**src/design/pds_pkg.sv**
```systemverilog
// Package with shared constants and types for the periodic deadline scheduler.
`default_nettype none
package pds_pkg;
    localparam int QUEUE_DEPTH_DEF = 16;
    localparam int TIME_W = 32;
    localparam int ID_W = 8;
    localparam int PERIOD_W = 16;
    localparam int ENTRY_W = TIME_W + ID_W + PERIOD_W;

    localparam logic [1:0] ST_SCHEDULED = 2'd0;
    localparam logic [1:0] ST_FULL = 2'd1;
    localparam logic [1:0] ST_DISPATCH = 2'd2;
    localparam logic [1:0] ST_NONE = 2'd3;

    localparam logic ACT_SCHEDULE = 1'b0;
    localparam logic ACT_TICK = 1'b1;
endpackage
`default_nettype wire

```
**src/design/pds_ram.sv**
```systemverilog
// Generic single-port-write, single-port-read RAM with a registered read.
`default_nettype none
module pds_ram #(
    parameter int WIDTH = 8,
    parameter int DEPTH = 16
) (
    input  wire logic                     clk,
    input  wire logic                     we,
    input  wire logic [$clog2(DEPTH)-1:0] waddr,
    input  wire logic [WIDTH-1:0]         wdata,
    input  wire logic [$clog2(DEPTH)-1:0] raddr,
    output logic      [WIDTH-1:0]         rdata
);
    logic [WIDTH-1:0] mem [DEPTH];

    // Write port and registered read port.
    always_ff @(posedge clk)
    begin
        if (we)
        begin
            mem[waddr] <= wdata;
        end
        rdata <= mem[raddr];
    end
endmodule
`default_nettype wire

```
**src/design/periodic_deadline_scheduler.sv**
```systemverilog
// Top level of the periodic deadline scheduler: sequencer around the entry RAM.
// A word is taken at a rising edge with start high and busy low, and busy then stays high
// until the block is ready for the next word. Every result is registered and shown on
// valid for exactly one cycle. The receiver cannot stall, so nothing here waits on it.
// A schedule word holds busy through the schedule state, and its result is registered and
// shown in the cycle after that state. A tick word runs one scan of the entry RAM through
// its single read port for each dispatched task, plus one final scan that finds nothing
// left. A scan issues a read for each stored entry and compares each returned entry.
// Each scan is followed by an evaluate state, and each dispatch adds a write-back state.
// Each dispatch word is held back until the next scan shows whether it is the last one.
// The final word appears in the first cycle in which busy is low. Per-tick "already
// dispatched" flags are kept in flip-flops, one per queue slot.
`default_nettype none
module periodic_deadline_scheduler
    import pds_pkg::*;
#(
    parameter int QUEUE_DEPTH = QUEUE_DEPTH_DEF
) (
    input  wire logic                clk,
    input  wire logic                rst_n,
    input  wire logic                start,
    output logic                     busy,
    input  wire logic                action,
    input  wire logic [ID_W-1:0]     task_id,
    input  wire logic [PERIOD_W-1:0] period,
    output logic                     valid,
    output logic      [ID_W-1:0]     due_task,
    output logic      [1:0]          status,
    output logic                     last
);
    localparam int AW = $clog2(QUEUE_DEPTH);
    localparam int CW = $clog2(QUEUE_DEPTH + 1);

    localparam logic [2:0] S_IDLE = 3'd0;
    localparam logic [2:0] S_SCAN = 3'd1;
    localparam logic [2:0] S_EVAL = 3'd2;
    localparam logic [2:0] S_WB   = 3'd3;
    localparam logic [2:0] S_SCHED = 3'd4;

    logic [2:0]           state_reg, state_next;
    logic [CW-1:0]        count_reg, count_next;
    logic [TIME_W-1:0]    time_reg, time_next;
    logic [CW-1:0]        idx_reg, idx_next;      // address issued
    logic [AW-1:0]        ridx_reg, ridx_next;    // address of data on rdata
    logic                 rvalid_reg, rvalid_next;
    logic [QUEUE_DEPTH-1:0] done_reg, done_next;
    logic                 found_reg, found_next;
    logic                 any_reg, any_next;
    logic [AW-1:0]        best_idx_reg, best_idx_next;
    logic [TIME_W-1:0]    best_age_reg, best_age_next;
    logic [ID_W-1:0]      best_id_reg, best_id_next;
    logic [PERIOD_W-1:0]  best_per_reg, best_per_next;
    logic [ID_W-1:0]      sid_reg, sid_next;
    logic [PERIOD_W-1:0]  sper_reg, sper_next;

    logic                 we;
    logic [AW-1:0]        waddr;
    logic [ENTRY_W-1:0]   wdata, rdata;
    logic [AW-1:0]        raddr;

    logic [TIME_W-1:0]    r_due, r_age;
    logic [ID_W-1:0]      r_id;
    logic [PERIOD_W-1:0]  r_per;
    logic                 r_due_ok, r_better;

    logic                 seq_v;
    logic [ID_W-1:0]      seq_id;
    logic [1:0]           seq_st;
    logic                 seq_l;

    pds_ram #(.WIDTH(ENTRY_W), .DEPTH(QUEUE_DEPTH)) u_ram (
        .clk(clk), .we(we), .waddr(waddr), .wdata(wdata),
        .raddr(raddr), .rdata(rdata)
    );

    assign r_due = rdata[ENTRY_W-1 -: TIME_W];
    assign r_id  = rdata[PERIOD_W +: ID_W];
    assign r_per = rdata[PERIOD_W-1:0];
    assign r_age = time_reg - r_due;
    assign r_due_ok = !r_age[TIME_W-1] && !done_reg[ridx_reg];
    assign r_better = !found_reg || (r_age > best_age_reg)
        || (r_age == best_age_reg && r_id < best_id_reg);
    assign raddr = idx_reg[AW-1:0];
    assign busy = (state_reg != S_IDLE);

    // Sequencer: schedule writes one entry unless the queue is full; tick repeats min-search scans.
    always_comb
    begin
        state_next = state_reg;
        count_next = count_reg;
        time_next = time_reg;
        idx_next = idx_reg;
        ridx_next = ridx_reg;
        rvalid_next = 1'b0;
        done_next = done_reg;
        found_next = found_reg;
        any_next = any_reg;
        best_idx_next = best_idx_reg;
        best_age_next = best_age_reg;
        best_id_next = best_id_reg;
        best_per_next = best_per_reg;
        sid_next = sid_reg;
        sper_next = sper_reg;
        we = 1'b0;
        waddr = best_idx_reg;
        wdata = {time_reg + TIME_W'(best_per_reg), best_id_reg, best_per_reg};
        seq_v = 1'b0;
        seq_id = best_id_reg;
        seq_st = ST_DISPATCH;
        seq_l = 1'b0;
        unique case (state_reg)
            S_IDLE:
            begin
                if (start)
                begin
                    sid_next = task_id;
                    sper_next = period;
                    if (action == ACT_SCHEDULE)
                    begin
                        state_next = S_SCHED;
                    end
                    else
                    begin
                        time_next = time_reg + 1'b1;
                        done_next = '0;
                        any_next = 1'b0;
                        found_next = 1'b0;
                        idx_next = '0;
                        state_next = S_SCAN;
                    end
                end
            end
            S_SCHED:
            begin
                seq_v = 1'b1;
                seq_id = sid_reg;
                seq_l = 1'b1;
                if (count_reg >= CW'(QUEUE_DEPTH))
                begin
                    seq_st = ST_FULL;
                end
                else
                begin
                    seq_st = ST_SCHEDULED;
                    we = 1'b1;
                    waddr = count_reg[AW-1:0];
                    wdata = {time_reg + TIME_W'(sper_reg), sid_reg, sper_reg};
                    count_next = count_reg + 1'b1;
                end
                state_next = S_IDLE;
            end
            S_SCAN:
            begin
                // Issue reads for entries below the count; compare returned data.
                if (rvalid_reg && r_due_ok && r_better)
                begin
                    found_next = 1'b1;
                    best_idx_next = ridx_reg;
                    best_age_next = r_age;
                    best_id_next = r_id;
                    best_per_next = r_per;
                end
                if (idx_reg < count_reg)
                begin
                    rvalid_next = 1'b1;
                    ridx_next = idx_reg[AW-1:0];
                    idx_next = idx_reg + 1'b1;
                end
                else if (!rvalid_reg)
                begin
                    state_next = S_EVAL;
                end
            end
            S_EVAL:
            begin
                if (found_reg)
                begin
                    state_next = S_WB;
                end
                else
                begin
                    if (!any_reg)
                    begin
                        seq_v = 1'b1;
                        seq_id = '0;
                        seq_st = ST_NONE;
                        seq_l = 1'b1;
                    end
                    state_next = S_IDLE;
                end
            end
            S_WB:
            begin
                // Dispatch and put the task back; flag it for this tick.
                we = 1'b1;
                seq_v = 1'b1;
                done_next[best_idx_reg] = 1'b1;
                any_next = 1'b1;
                found_next = 1'b0;
                idx_next = '0;
                state_next = S_SCAN;
            end
            default:
            begin
                state_next = S_IDLE;
            end
        endcase
    end

    // Because "last" must be known at dispatch, a trailing scan may find nothing;
    // the dispatch word is therefore delayed one scan and flagged when known.
    logic                pend_reg, pend_next;
    logic [ID_W-1:0]     pid_reg, pid_next;
    logic                out_v;
    logic [ID_W-1:0]     out_id;
    logic [1:0]          out_st;
    logic                out_l;

    always_comb
    begin
        pend_next = pend_reg;
        pid_next = pid_reg;
        out_v = 1'b0;
        out_id = seq_id;
        out_st = seq_st;
        out_l = seq_l;
        if (seq_v && seq_st != ST_DISPATCH)
        begin
            out_v = 1'b1;
        end
        if (state_reg == S_WB)
        begin
            if (pend_reg)
            begin
                out_v = 1'b1;
                out_id = pid_reg;
                out_st = ST_DISPATCH;
                out_l = 1'b0;
            end
            pend_next = 1'b1;
            pid_next = best_id_reg;
        end
        else if (state_reg == S_EVAL && !found_reg && pend_reg)
        begin
            out_v = 1'b1;
            out_id = pid_reg;
            out_st = ST_DISPATCH;
            out_l = 1'b1;
            pend_next = 1'b0;
        end
    end

    // Result registers and control state.
    logic               v_reg;
    logic [ID_W-1:0]    id_reg;
    logic [1:0]         st_reg;
    logic               l_reg;

    always_ff @(posedge clk or negedge rst_n)
    begin
        if (!rst_n)
        begin
            state_reg <= S_IDLE;
            count_reg <= '0;
            time_reg <= '0;
            idx_reg <= '0;
            rvalid_reg <= 1'b0;
            done_reg <= '0;
            found_reg <= 1'b0;
            any_reg <= 1'b0;
            pend_reg <= 1'b0;
            v_reg <= 1'b0;
        end
        else
        begin
            state_reg <= state_next;
            count_reg <= count_next;
            time_reg <= time_next;
            idx_reg <= idx_next;
            rvalid_reg <= rvalid_next;
            done_reg <= done_next;
            found_reg <= found_next;
            any_reg <= any_next;
            pend_reg <= pend_next;
            v_reg <= out_v;
        end
    end

    always_ff @(posedge clk)
    begin
        ridx_reg <= ridx_next;
        best_idx_reg <= best_idx_next;
        best_age_reg <= best_age_next;
        best_id_reg <= best_id_next;
        best_per_reg <= best_per_next;
        sid_reg <= sid_next;
        sper_reg <= sper_next;
        pid_reg <= pid_next;
        id_reg <= out_id;
        st_reg <= out_st;
        l_reg <= out_l;
    end

    // Registered result ports.
    assign valid = v_reg;
    assign due_task = id_reg;
    assign status = st_reg;
    assign last = l_reg;
endmodule
`default_nettype wire

```
**config.mk**
```make
export PLATFORM = sky130hd
export DESIGN_NAME = periodic_deadline_scheduler
export DESIGN_NICKNAME = d
export VERILOG_FILES = /design/src/design/pds_pkg.sv /design/src/design/pds_ram.sv /design/src/design/periodic_deadline_scheduler.sv
export SDC_FILE = /design/constraint.sdc
export NUM_CORES = 1
export LEC_CHECK = 0
export BUFFER_PORTS_ARGS = -buffer_cell sky130_fd_sc_hd__buf_4
export CORE_MARGIN = 3
export CORE_UTILIZATION = 60
export DETAILED_ROUTE_END_ITERATION = 10
export PLACE_DENSITY = 0.76
export SLEW_MARGIN = 20
export SYNTH_ARGS = -nofsm -noshare
export SYNTH_HDL_FRONTEND = slang
export SYNTH_SLANG_ARGS = --single-unit
```
**constraint.sdc**
```tcl
create_clock -name clk -period 9.2 [get_ports clk]
set_input_delay 0.46 -clock clk [delete_from_list [all_inputs] [get_ports clk]]
set_output_delay 0.46 -clock clk [all_outputs]
set_load 0.01 [all_outputs]
```
Yosys cells after proc, flatten, opt, wreduce, memory -nomap -nowiden. Memories as Yosys holds them, arrays and structs flattened. A register that Yosys moved wholly into a read port is not among the register bits. Index checks and enable logic that the tools add are counted. W data, S select, Z words.

Add/subtract/negate cells: 6. $lt $le $gt $ge: 7. Eq/ne operators: 12. Mux-type cells: 58. Bitwise logic cells: 2. Reductions and logical operators: 28.

Operators by type and width (count): $mux W56 (2); $add A32 B16 Y32 (2); $mux W8 (5); $add A32 B1 Y32 const B (1); $eq A32 B32 Y1 (1); $gt A32 B32 Y1 (1); $mux W16 (2); $pmux W16 S2 (1); $sub A32 B32 Y32 (1); $mux W1 (24); $or A16 B16 Y16 (1); $pmux W8 S2 (1); $mux W5 (3); $pmux W5 S3 (1); $ne A2 B2 Y1 const B (7); $mux W3 (4); $pmux W3 S4 (1); $add A5 B1 Y5 const B (2); $lt A4 B5 Y1 const B (2); $reduce_and A3 Y1 (3); $logic_and A1 B1 Y1 (8); $lt A8 B8 Y1 (1); $mux W2 (4); $mux W4 (2); 20 further kinds (33).

Flip-flop bits (word level): 173. RAM bits: 896. Input port bits: 28. Output and inout port bits: 13. Logic and storage cells: 135. Memories kept: 1.

Memories: u_ram.mem (words 16, width 56, read ports 1, clocked after memory_dff 1, wr ports 1, line pds_ram.sv:14) `logic [WIDTH-1:0] mem [DEPTH];`.

Logic depth before layout (Yosys ltp). Gate-level depths: netlist of run 1.

Word-level depth: 8. Gate-level depth with buffers: 21.

Hierarchy. From an unflattened synthesis of run 1, not the netlist that was laid out.

Cell total of the unflattened synthesis: 2591. Area, all modules: 45847.7 µm².

By module, submodules not included: pds_ram (times used 1, cells an instance 1445, area each 34678.3 µm², seq. area each 28026.9 µm²); periodic_deadline_scheduler (times used 1, cells an instance 1146, area each 11169.5 µm², seq. area each 4754.6 µm²).

Worst setup path before layout of run 1. OpenSTA, ideal clock, no wires.

Path kind: flip-flop to flip-flop. Start point: register time_reg[0]. End point: register best_age_reg[0], enable pin. Library setup time: 478 ps. Arrival time: 6117 ps. Setup slack: 2606 ps. Cell stages (with the launch flop): 21. Path through: dfrtp_1 inv_1 ha_1 inv_1 fa_1 a211oi_1 o21ai_0 a31oi_1 nor4_1 o211ai_1 nand3_1 a31oi_1 xnor2_1 ha_1 nand4_1 or3_1 and4b_1 o21ai_0 a211oi_1 nand2b_1 nor2_1.

Word-level cells in the longest chain between the ends: 6. Elaborated cells between the ends (all ways): 11.

Ends and longest elaborated chain: start: declaration (line periodic_deadline_scheduler.sv:42) `logic [TIME_W-1:0] time_reg, time_next;`; start signal: assignment (line periodic_deadline_scheduler.sv:278) `time_reg <= time_next;`; $sub A32 B32 Y32 (*) (line periodic_deadline_scheduler.sv:79) `assign r_age = time_reg - r_due;`; net r_age[28] (line periodic_deadline_scheduler.sv:61) `logic [TIME_W-1:0] r_due, r_age;`; $gt A32 B32 Y1 / $eq A32 B32 Y1 (equally long branches) (line periodic_deadline_scheduler.sv:81, periodic_deadline_scheduler.sv:82); $logic_or A1 B1 Y1 / $logic_and A1 B1 Y1 (equally long branches) (line periodic_deadline_scheduler.sv:81, periodic_deadline_scheduler.sv:82); $logic_or A1 B1 Y1 (*) (line periodic_deadline_scheduler.sv:82) `|| (r_age == best_age_reg && r_id < best_id_reg);`; $logic_and A1 B1 Y1 (*) (line periodic_deadline_scheduler.sv:155) `if (rvalid_reg && r_due_ok && r_better)`; $reduce_and A2 Y1 (no source line) (*); end signal: assignment (line periodic_deadline_scheduler.sv:293) `best_age_reg <= best_age_next;`; end: declaration (line periodic_deadline_scheduler.sv:50) `logic [TIME_W-1:0] best_age_reg, best_age_next;`.

The timed path passes the listed nets; every way through them passes the cells marked *. A chain may end at the register's enable or synchronous reset.

Worst setup path in the final report of run 1.
Start point: register time_reg[0]. End point: register best_per_reg[5], enable pin.

Word-level cells in the longest chain between the ends: 6. Elaborated cells between the ends (all ways): 11.

Ends and longest elaborated chain: $sub A32 B32 Y32 (*) (line periodic_deadline_scheduler.sv:79); net r_age[30] (line periodic_deadline_scheduler.sv:61); $gt A32 B32 Y1 / $eq A32 B32 Y1 (equally long branches) (line periodic_deadline_scheduler.sv:81, periodic_deadline_scheduler.sv:82); $logic_or A1 B1 Y1 / $logic_and A1 B1 Y1 (equally long branches) (line periodic_deadline_scheduler.sv:81, periodic_deadline_scheduler.sv:82); $logic_or A1 B1 Y1 (*) (line periodic_deadline_scheduler.sv:82); $logic_and A1 B1 Y1 (*) (line periodic_deadline_scheduler.sv:155); $reduce_and A2 Y1 (no source line) (*); end signal: assignment (line periodic_deadline_scheduler.sv:295) `best_per_reg <= best_per_next;`; end: declaration (line periodic_deadline_scheduler.sv:52) `logic [PERIOD_W-1:0] best_per_reg, best_per_next;`.

Marks and branches as above.

==> results of run 1 <==
-- cell usage after synthesis, types with 5 or more instances --
| master | number | area [sq um] |
|---|---|---|
| sky130_fd_sc_hd__inv_1 | 104 | 390 |
| sky130_fd_sc_hd__nor3b_1 | 5 | 37.5 |
| sky130_fd_sc_hd__clkbuf_1 | 51 | 191 |
| sky130_fd_sc_hd__and3_1 | 10 | 62.6 |
| sky130_fd_sc_hd__ha_1 | 110 | 1380 |
| sky130_fd_sc_hd__o21a_1 | 6 | 45.0 |
| sky130_fd_sc_hd__nand2_1 | 153 | 574 |
| sky130_fd_sc_hd__nand2b_1 | 15 | 93.8 |
| sky130_fd_sc_hd__a21oi_1 | 71 | 355 |
| sky130_fd_sc_hd__o21ai_0 | 69 | 345 |
| sky130_fd_sc_hd__a22oi_1 | 12 | 90.1 |
| sky130_fd_sc_hd__dfxtp_1 | 67 | 1340 |
| sky130_fd_sc_hd__nor2_1 | 82 | 308 |
| sky130_fd_sc_hd__o21bai_1 | 7 | 52.6 |
| sky130_fd_sc_hd__nand3_1 | 34 | 170 |
| sky130_fd_sc_hd__nand4_1 | 26 | 163 |
| sky130_fd_sc_hd__nor2b_1 | 14 | 87.6 |
| sky130_fd_sc_hd__xor2_1 | 40 | 350 |
| sky130_fd_sc_hd__edfxtp_1 | 992 | 29800 |
| sky130_fd_sc_hd__xnor2_1 | 60 | 526 |
| sky130_fd_sc_hd__buf_1 | 28 | 105 |
| sky130_fd_sc_hd__nor3_1 | 24 | 120 |
| sky130_fd_sc_hd__mux4_2 | 284 | 6400 |
| sky130_fd_sc_hd__a31oi_1 | 13 | 81.3 |
| sky130_fd_sc_hd__a22o_1 | 15 | 131 |
| sky130_fd_sc_hd__o31ai_1 | 5 | 37.5 |
| sky130_fd_sc_hd__a211oi_1 | 14 | 105 |
| sky130_fd_sc_hd__and2_1 | 6 | 37.5 |
| sky130_fd_sc_hd__o211ai_1 | 8 | 60.1 |
| sky130_fd_sc_hd__mux2i_1 | 6 | 60.1 |
| sky130_fd_sc_hd__dfrtp_1 | 66 | 1650 |
| sky130_fd_sc_hd__a21o_1 | 31 | 233 |
| sky130_fd_sc_hd__buf_2 | 8 | 40.0 |
-- worst max-delay path, delay by kind of cell, from the launching register on --
kind                       cells  cell delay [ns]
and+or+nand+nor                7             2.45
AOI/OAI and AO/OA              7             1.18
adders and majority gates      3             0.76
buffers and inverters          3             0.75
DFF                            1             0.42
muxes                          1             0.21
-- logic make-up after synthesis --
logic type | count (synthesis) | share of synthesized area (%)
simple gates | 394 | 4.02
flops | 1125 | 71.2
buf+inv | 192 | 1.59
mux | 292 | 14.1
xor+xnor | 100 | 1.90
compound gates | 286 | 4.08
fa+ha+maj | 113 | 3.12
-- worst min path at each step --
stage | start | endpoint | slack [ns] | cells past startpoint
floorplan | rst_n | any_reg | 0.16 | 0
global placement | u_ram.rdata[14] | best_per_reg[14] | 0.39 | 0
detailed placement | u_ram.rdata[0] | best_per_reg[0] | 0.39 | 0
CTS | start | state_reg[0] | 0.07 | 2
global route | start | state_reg[0] | 0.1 | 2
finish | start | state_reg[0] | 0.12 | 2
-- power by group --
part	internal (mW)	switching [mW]	total [mW]
combinational	1.62	2.02	3.64
sequential	6.33	0.267	6.59
clock	2.64	1.90	4.54
total	10.6	4.18	14.8
-- stage by stage --
stage               total power, mW  hold WS (ns)  instances  area [sq um]  util (%)
detailed placement             10.3         0.389       3524         47800      63.6
global placement               10.1         0.389       3524         47800      63.6
finish                         14.8         0.118       3753         51800      68.9
global route                   15.4        0.0967       3753         51800      68.9
floorplan                      9.23         0.164       2502         46000         -
CTS                            14.8        0.0732       3753         51800      68.8
-- layer usage --
| layer | vias to the layer above | share of wire [%] | global-route usage, % |
|---|---|---|---|
| met5 | - | 0.022 | 0 |
| met4 | 4 | 3.3 | 9.36 |
| met3 | 216 | 7.5 | 3.29 |
| met2 | 1166 | 51 | 44.7 |
| met1 | 12600 | 38 | 36.2 |
| li1 | 10300 | - | - |
-- area by class of cell --
type / instances / area (sq um)
multi-input cells: 1185 / 12800
well taps: 1020 / 1280
flip-flops and latches: 1125 / 32800
clock inverters: 69 / 763
repair buffers: 116 / 965
inverters: 104 / 390
fillers: 4646 / 23400
clock buffers: 134 / 2900
==> metrics.txt, run 1 <==
# TYPE chip_impl_metric gauge
chip_impl_metric{name="cts_resized",unit=""} 0
chip_impl_metric{name="drt-wirelength-per-cell",unit="microns"} 27.9
chip_impl_metric{name="cap_violations",unit=""} 0
chip_impl_metric{name="final_min_period_over_clock_period",unit="%"} 67.0
chip_impl_metric{name="timing.clock.skew",unit="ns"} 0.0300
chip_impl_info{name="rsz_0062_raised_after_global_routing",value="no"} 1
chip_impl_metric{name="drt-pass1-iter-count",unit=""} 5
chip_impl_metric{name="synthesis_to_layout_area_growth",unit="%"} 12.6
chip_impl_metric{name="max_buffers_root_to_sink",unit=""} 3
chip_impl_metric{name="grt_start_max_net_pins",unit=""} 165
chip_impl_metric{name="post-place-ws",unit="ns"} 3.09
chip_impl_info{name="crit_path_start_kind",value="flip-flop"} 1
chip_impl_metric{name="cts_made_buffers",unit=""} 109
chip_impl_metric{name="chipWidth",unit="microns"} 283
chip_impl_metric{name="worst-r2r-cell-count",unit=""} 21
chip_impl_metric{name="sinks_on_clock_net",unit=""} 1125
chip_impl_metric{name="drt-vias-per-instance",unit=""} 6.47
chip_impl_info{name="ys_dominant_reg_cell",value="sky130_fd_sc_hd__edfxtp_1"} 1
chip_impl_metric{name="ys_seq_elements",unit=""} 1125
chip_impl_metric{name="core_area",unit="sq um"} 75200
chip_impl_info{name="layout_common_cells",value="sky130_fd_sc_hd__edfxtp_1 (992), sky130_fd_sc_hd__mux4_2 (284), sky130_fd_sc_hd__nand2_1 (153)"} 1
chip_impl_metric{name="critical_path.max_stage_delay",unit="ns"} 0.86
chip_impl_metric{name="drt_wl_total",unit="microns"} 105000
chip_impl_metric{name="timing.slew.headroom",unit="%"} 25.3
chip_impl_metric{name="holdBufCountCts",unit=""} 26
chip_impl_metric{name="final-setup-viol-count",unit=""} 0
chip_impl_metric{name="async_reset_ff_share",unit="%"} 5.87
chip_impl_metric{name="layout.nets",unit=""} 2782
chip_impl_info{name="tritoncts",value="yes"} 1
chip_impl_metric{name="seq_area_frac_synth",unit="%"} 71.2
chip_impl_metric{name="syn-mean-instance-area",unit="sq um"} 18.4
chip_impl_metric{name="die-area",unit="sq um"} 80100
chip_impl_info{name="worstSetupEndpointType",value="flip-flop"} 1
chip_impl_metric{name="ir_worst_vdd",unit="mV"} 0.284
chip_impl_metric{name="num_vias",unit=""} 24300
chip_impl_metric{name="tns",unit="ns"} 0
chip_impl_metric{name="timing_worst_slew_pin_value",unit="ns"} 1.12
chip_impl_metric{name="crit_required",unit="ns"} 9.49
chip_impl_metric{name="final_period_minus_worst_setup_slack",unit="ns"} 6.17
chip_impl_metric{name="io_buffer_count",unit=""} 40
chip_impl_metric{name="start_util",unit="%"} 61.2
chip_impl_metric{name="grt_pass1_vias",unit=""} 25000
chip_impl_info{name="largest-register",value="u_ram.mem"} 1
chip_impl_metric{name="lkg_pwr",unit="nW"} 17.6
chip_impl_info{name="min_delay_worst_type",value="input port to flip-flop"} 1
chip_impl_metric{name="ant_nets",unit=""} 0
chip_impl_metric{name="drc_errors",unit=""} 0
chip_impl_metric{name="postLayoutSetupSlackWorst",unit="ns"} 3.03
chip_impl_metric{name="rows",unit=""} 100
chip_impl_metric{name="global_route.usage.total",unit="%"} 26.5
chip_impl_metric{name="mappedNetlistNets",unit=""} 2643
chip_impl_metric{name="antenna_fix_cells",unit=""} 0
chip_impl_metric{name="worst-r2r-setup-slack",unit="ns"} 3.03
chip_impl_metric{name="aggregate_global_routing_overflow",unit=""} 0
chip_impl_metric{name="antenna_found_initial",unit=""} 2
chip_impl_info{name="path_class",value="flip-flop to flip-flop"} 1
chip_impl_info{name="run_status",value="completed"} 1
chip_impl_metric{name="power.density_cell_area",unit="nW/um^2"} 285
chip_impl_metric{name="clkSlewWorstSetupHoldPaths",unit="ns"} 0.06
chip_impl_metric{name="initialDrtViolationCount",unit=""} 3030
chip_impl_metric{name="max_slew_violations",unit=""} 0
chip_impl_info{name="crit-reg2reg-launch",value="time_reg[0]"} 1
chip_impl_metric{name="grt_pass1_wl",unit="microns"} 158000
chip_impl_metric{name="number_of_flip_flops_in_the_largest_register",unit=""} 896
chip_impl_metric{name="yosys_warnings",unit=""} 0
chip_impl_metric{name="synthCells",unit=""} 2502
chip_impl_metric{name="worstSkewPairLatency",unit="ns"} 0.67
chip_impl_info{name="largest_registers",value="u_ram.mem: 896 flops, u_ram.rdata: 56 flops"} 1
chip_impl_metric{name="post_syn_area",unit="sq um"} 46000
chip_impl_metric{name="synth_cell_type_count",unit=""} 71
chip_impl_info{name="crit_slowest_cell",value="sky130_fd_sc_hd__nor2_4"} 1
chip_impl_metric{name="floorplan.die.height",unit="microns"} 283
chip_impl_metric{name="cp_data_arrival_time",unit="ns"} 6.46
chip_impl_metric{name="final_layout_size_suffix_gt1_share",unit="%"} 21.5
chip_impl_metric{name="hold_viol",unit=""} 0
chip_impl_metric{name="cts-htree-levels",unit=""} 3
chip_impl_info{name="crit_path_end",value="best_per_reg[5]"} 1
chip_impl_metric{name="place_hpwl",unit="microns"} 57100
chip_impl_metric{name="synth-edff-count",unit=""} 992
chip_impl_metric{name="post-cts-setup-buffer-count",unit=""} 0
chip_impl_info{name="crit-reg2reg-capture",value="best_per_reg[5]"} 1
chip_impl_info{name="timing.critical_path.from",value="time_reg[0]"} 1
chip_impl_metric{name="pin_count",unit=""} 41
chip_impl_info{name="clockRootBuffer",value="sky130_fd_sc_hd__clkbuf_16"} 1
chip_impl_metric{name="max_freq",unit="MHz"} 162
chip_impl_metric{name="maximum_fanout_count_along_the_critical_path",unit=""} 32
chip_impl_info{name="layout.cells.most_common",value="sky130_fd_sc_hd__edfxtp_1"} 1
chip_impl_metric{name="finalWeightedCongestion",unit=""} 0.897
chip_impl_info{name="path_cells",value="inv_1, ha_1, inv_1, fa_1, a211oi_1, o21ai_0, a31oi_1, nor4_1, o211ai_1, a31oi_1, mux2i_1, nand3_1, ha_1, nand4_1, or3_1, and4b_1, o21ai_0, a211oi_1, nand2b_1, nor2_4, buf_4"} 1
Power figures use the tool's default switching activity.
==> inputs of run 2 (changes only) <==
--- a/config.mk
+++ b/config.mk
@@ -7,7 +7,7 @@
 export LEC_CHECK = 0
 export BUFFER_PORTS_ARGS = -buffer_cell sky130_fd_sc_hd__buf_4
 export CORE_MARGIN = 3
-export CORE_UTILIZATION = 60
+export CORE_UTILIZATION = 57
 export DETAILED_ROUTE_END_ITERATION = 10
 export PLACE_DENSITY = 0.76
 export SLEW_MARGIN = 20
==> constraint.sdc (replaced) <==
create_clock -name clk -period 5.6 [get_ports clk]
set_input_delay 0.28 -clock clk [delete_from_list [all_inputs] [get_ports clk]]
set_output_delay 0.28 -clock clk [all_outputs]
set_load 0.01 [all_outputs]
==> metrics.txt, run 2 (synthesized netlist as in run 1, its figures left out) <==
# TYPE chip_impl_metric gauge
chip_impl_info{name="run_status",value="completed"} 1
chip_impl_info{name="layout_common_cells",value="sky130_fd_sc_hd__edfxtp_1 (992), sky130_fd_sc_hd__mux4_2 (284), sky130_fd_sc_hd__nand2_1 (153)"} 1
chip_impl_metric{name="placed_area",unit="sq um"} 48100
chip_impl_metric{name="drt-pass1-iter-count",unit=""} 6
chip_impl_metric{name="power.clock.fraction",unit="%"} 30.9
chip_impl_metric{name="fin_hold_ws",unit="ns"} 0.305
chip_impl_metric{name="power.switching_fraction",unit="%"} 28.6
chip_impl_metric{name="design_power_total",unit="mW"} 24.3
chip_impl_info{name="layout.cells.most_common",value="sky130_fd_sc_hd__edfxtp_1"} 1
chip_impl_metric{name="antenna_fix_cells",unit=""} 0
chip_impl_metric{name="tns",unit="ns"} 0
chip_impl_metric{name="ant_nets",unit=""} 0
chip_impl_metric{name="synthesis_to_layout_area_growth",unit="%"} 13.4
chip_impl_info{name="largest-register",value="u_ram.mem"} 1
chip_impl_metric{name="lkg_pwr",unit="nW"} 17.7
chip_impl_metric{name="floorplan.die.height",unit="microns"} 290
chip_impl_info{name="largest_registers",value="u_ram.mem: 896 flops, u_ram.rdata: 56 flops"} 1
chip_impl_metric{name="rows",unit=""} 103
chip_impl_metric{name="num_vias",unit=""} 24100
chip_impl_metric{name="grt_pass1_wl",unit="microns"} 160000
chip_impl_metric{name="cts_resized",unit=""} 0
chip_impl_metric{name="place_hpwl",unit="microns"} 57900
chip_impl_metric{name="final_cell_area",unit="sq um"} 52200
chip_impl_metric{name="filler_cell_count",unit=""} 5032
chip_impl_metric{name="maximum_fanout_count_along_the_critical_path",unit=""} 20
chip_impl_metric{name="drc_errors",unit=""} 0
chip_impl_metric{name="global_route.usage.total",unit="%"} 25.4
chip_impl_metric{name="pwr-share-seq",unit="%"} 44.9
chip_impl_metric{name="timing.clock.skew",unit="ns"} 0.0385
chip_impl_info{name="path_class",value="flip-flop to flip-flop"} 1
chip_impl_info{name="clockRootBuffer",value="sky130_fd_sc_hd__clkbuf_16"} 1
chip_impl_metric{name="final_min_period_over_clock_period",unit="%"} 93.1
chip_impl_metric{name="place_inst",unit=""} 3560
chip_impl_metric{name="aggregate_global_routing_overflow",unit=""} 0
chip_impl_metric{name="cp_data_arrival_time",unit="ns"} 5.55
chip_impl_metric{name="cts-htree-levels",unit=""} 3
chip_impl_metric{name="grt_start_max_net_pins",unit=""} 135
chip_impl_info{name="rsz_0062_raised_after_global_routing",value="no"} 1
chip_impl_metric{name="sinks_on_clock_net",unit=""} 1125
chip_impl_metric{name="hold_viol",unit=""} 0
chip_impl_metric{name="drt_wl_total",unit="microns"} 105000
chip_impl_metric{name="final-setup-viol-count",unit=""} 0
chip_impl_metric{name="postLayoutCoreUtil",unit="%"} 65.7
chip_impl_metric{name="combinationalPowerShare",unit="%"} 24.3
chip_impl_metric{name="stdcell_count",unit=""} 3795
chip_impl_metric{name="core_area",unit="sq um"} 79500
chip_impl_metric{name="worst-r2r-cell-count",unit=""} 21
chip_impl_metric{name="ir_worst_vdd",unit="mV"} 0.371
chip_impl_metric{name="drt-vias-per-instance",unit=""} 6.36
chip_impl_metric{name="post-place-ws",unit="ns"} 0.542
chip_impl_metric{name="timing.slew.headroom",unit="%"} 27.4
chip_impl_metric{name="timing_worst_slew_pin_value",unit="ns"} 1.09
chip_impl_metric{name="max_freq",unit="MHz"} 192
chip_impl_metric{name="power.density_cell_area",unit="nW/um^2"} 466
chip_impl_metric{name="drt-wirelength-per-cell",unit="microns"} 27.8
chip_impl_metric{name="initialDrtViolationCount",unit=""} 2763
chip_impl_metric{name="worstSkewPairLatency",unit="ns"} 0.70
chip_impl_info{name="worstSetupEndpointType",value="flip-flop"} 1
chip_impl_metric{name="final_period_minus_worst_setup_slack",unit="ns"} 5.21
chip_impl_metric{name="max_slew_violations",unit=""} 0
chip_impl_metric{name="pin_count",unit=""} 41
chip_impl_metric{name="cap_violations",unit=""} 0
chip_impl_metric{name="crit_required",unit="ns"} 5.94
chip_impl_metric{name="post-cts-setup-buffer-count",unit=""} 0
chip_impl_metric{name="cts_made_buffers",unit=""} 109
chip_impl_info{name="tritoncts",value="yes"} 1
chip_impl_metric{name="postLayoutSetupSlackWorst",unit="ns"} 0.386
chip_impl_metric{name="die-area",unit="sq um"} 84200
chip_impl_metric{name="net-switching-power",unit="mW"} 6.95
chip_impl_metric{name="holdBufCountCts",unit=""} 27
chip_impl_metric{name="finalWeightedCongestion",unit=""} 0.898
chip_impl_metric{name="chipWidth",unit="microns"} 290
chip_impl_metric{name="antenna_found_initial",unit=""} 0
chip_impl_metric{name="layout.nets",unit=""} 2789
chip_impl_metric{name="grt_pass1_vias",unit=""} 25400
chip_impl_metric{name="clkSlewWorstSetupHoldPaths",unit="ns"} 0.07
chip_impl_metric{name="max_buffers_root_to_sink",unit=""} 3
chip_impl_metric{name="number_of_flip_flops_in_the_largest_register",unit=""} 896
chip_impl_metric{name="p_int",unit="mW"} 17.4
chip_impl_metric{name="io_buffer_count",unit=""} 40
chip_impl_info{name="min_delay_worst_type",value="input port to async pin"} 1
chip_impl_metric{name="start_util",unit="%"} 57.9
chip_impl_metric{name="final_layout_size_suffix_gt1_share",unit="%"} 22.0
chip_impl_info{name="crit_path_start_kind",value="flip-flop"} 1
[run 2: cell types whose count changed in the layout (fill, tap and decap cells not counted), sizes merged]
cell,delta
clkbuf,+14
dlygate4sd3,+1
inv,-3
clkinv,-2
buf,+6
clkinvlp,-1
bufinv,-3
[run 2: power by group through the flow]
stage	combinational (mW)	sequential [mW]	clock (mW)
finish	5.90	10.9	7.51
global route	6.45	11.0	7.94
CTS	5.91	10.9	7.60
detailed placement	5.85	11.1	0
global placement	5.66	11.0	0
floorplan	4.38	10.8	0
[run 2: routing by layer]
layer / part of all wire [%] / GRT usage, % / wire, microns / vias to the layer above
li1: - / - / - / 10300
met3: 6.7 / 3.84 / 7110 / 208
met5: 0 / 0 / 0 / -
met2: 51 / 42.7 / 53500 / 1040
met1: 39 / 34.6 / 41400 / 12600
met4: 3.3 / 8.09 / 3460 / 0
[run 2: final cells by class]
cell class	instances	area (sq um)	area share [%]
clock inverters	60	739	1.42
clock buffers	148	3010	5.77
multi-input cells	1185	12700	24.4
flip-flops and latches	1125	32800	62.8
well taps	1050	1310	2.52
inverters	104	390	0.748
repair buffers	123	1240	2.38
[run 2: critical path, cell delays in order, from the launching register on]
cell and delay (ns):
sky130_fd_sc_hd__dfrtp_1 0.44, sky130_fd_sc_hd__inv_1 0.11, sky130_fd_sc_hd__ha_1 0.22, sky130_fd_sc_hd__inv_1 0.07, sky130_fd_sc_hd__fa_1 0.24, sky130_fd_sc_hd__a211oi_1 0.09
sky130_fd_sc_hd__o21ai_0 0.24, sky130_fd_sc_hd__a31oi_1 0.18, sky130_fd_sc_hd__nor4_1 0.68, sky130_fd_sc_hd__o211ai_1 0.21, sky130_fd_sc_hd__a31oi_1 0.24, sky130_fd_sc_hd__mux2i_1 0.20
sky130_fd_sc_hd__nand3_1 0.11, sky130_fd_sc_hd__ha_1 0.30, sky130_fd_sc_hd__nand4_1 0.11, sky130_fd_sc_hd__or3_1 0.39, sky130_fd_sc_hd__and4b_1 0.18, sky130_fd_sc_hd__o21ai_0 0.09
sky130_fd_sc_hd__a211oi_1 0.07, sky130_fd_sc_hd__nand2b_1 0.20, sky130_fd_sc_hd__nor2_4 0.13, sky130_fd_sc_hd__buf_4 0.33
[run 2: worst paths after layout]
kind                       slack (ns)                to             from
max                              0.39  best_age_reg[17]      time_reg[0]
min                              0.31      time_reg[18]            rst_n
max reg2reg                      0.39  best_age_reg[17]      time_reg[0]
min reg2reg                      0.40  best_per_reg[15]  u_ram.rdata[15]
max in group asynchronous        4.50        idx_reg[2]            rst_n
min in group clk                 0.31       sper_reg[2]        period[2]
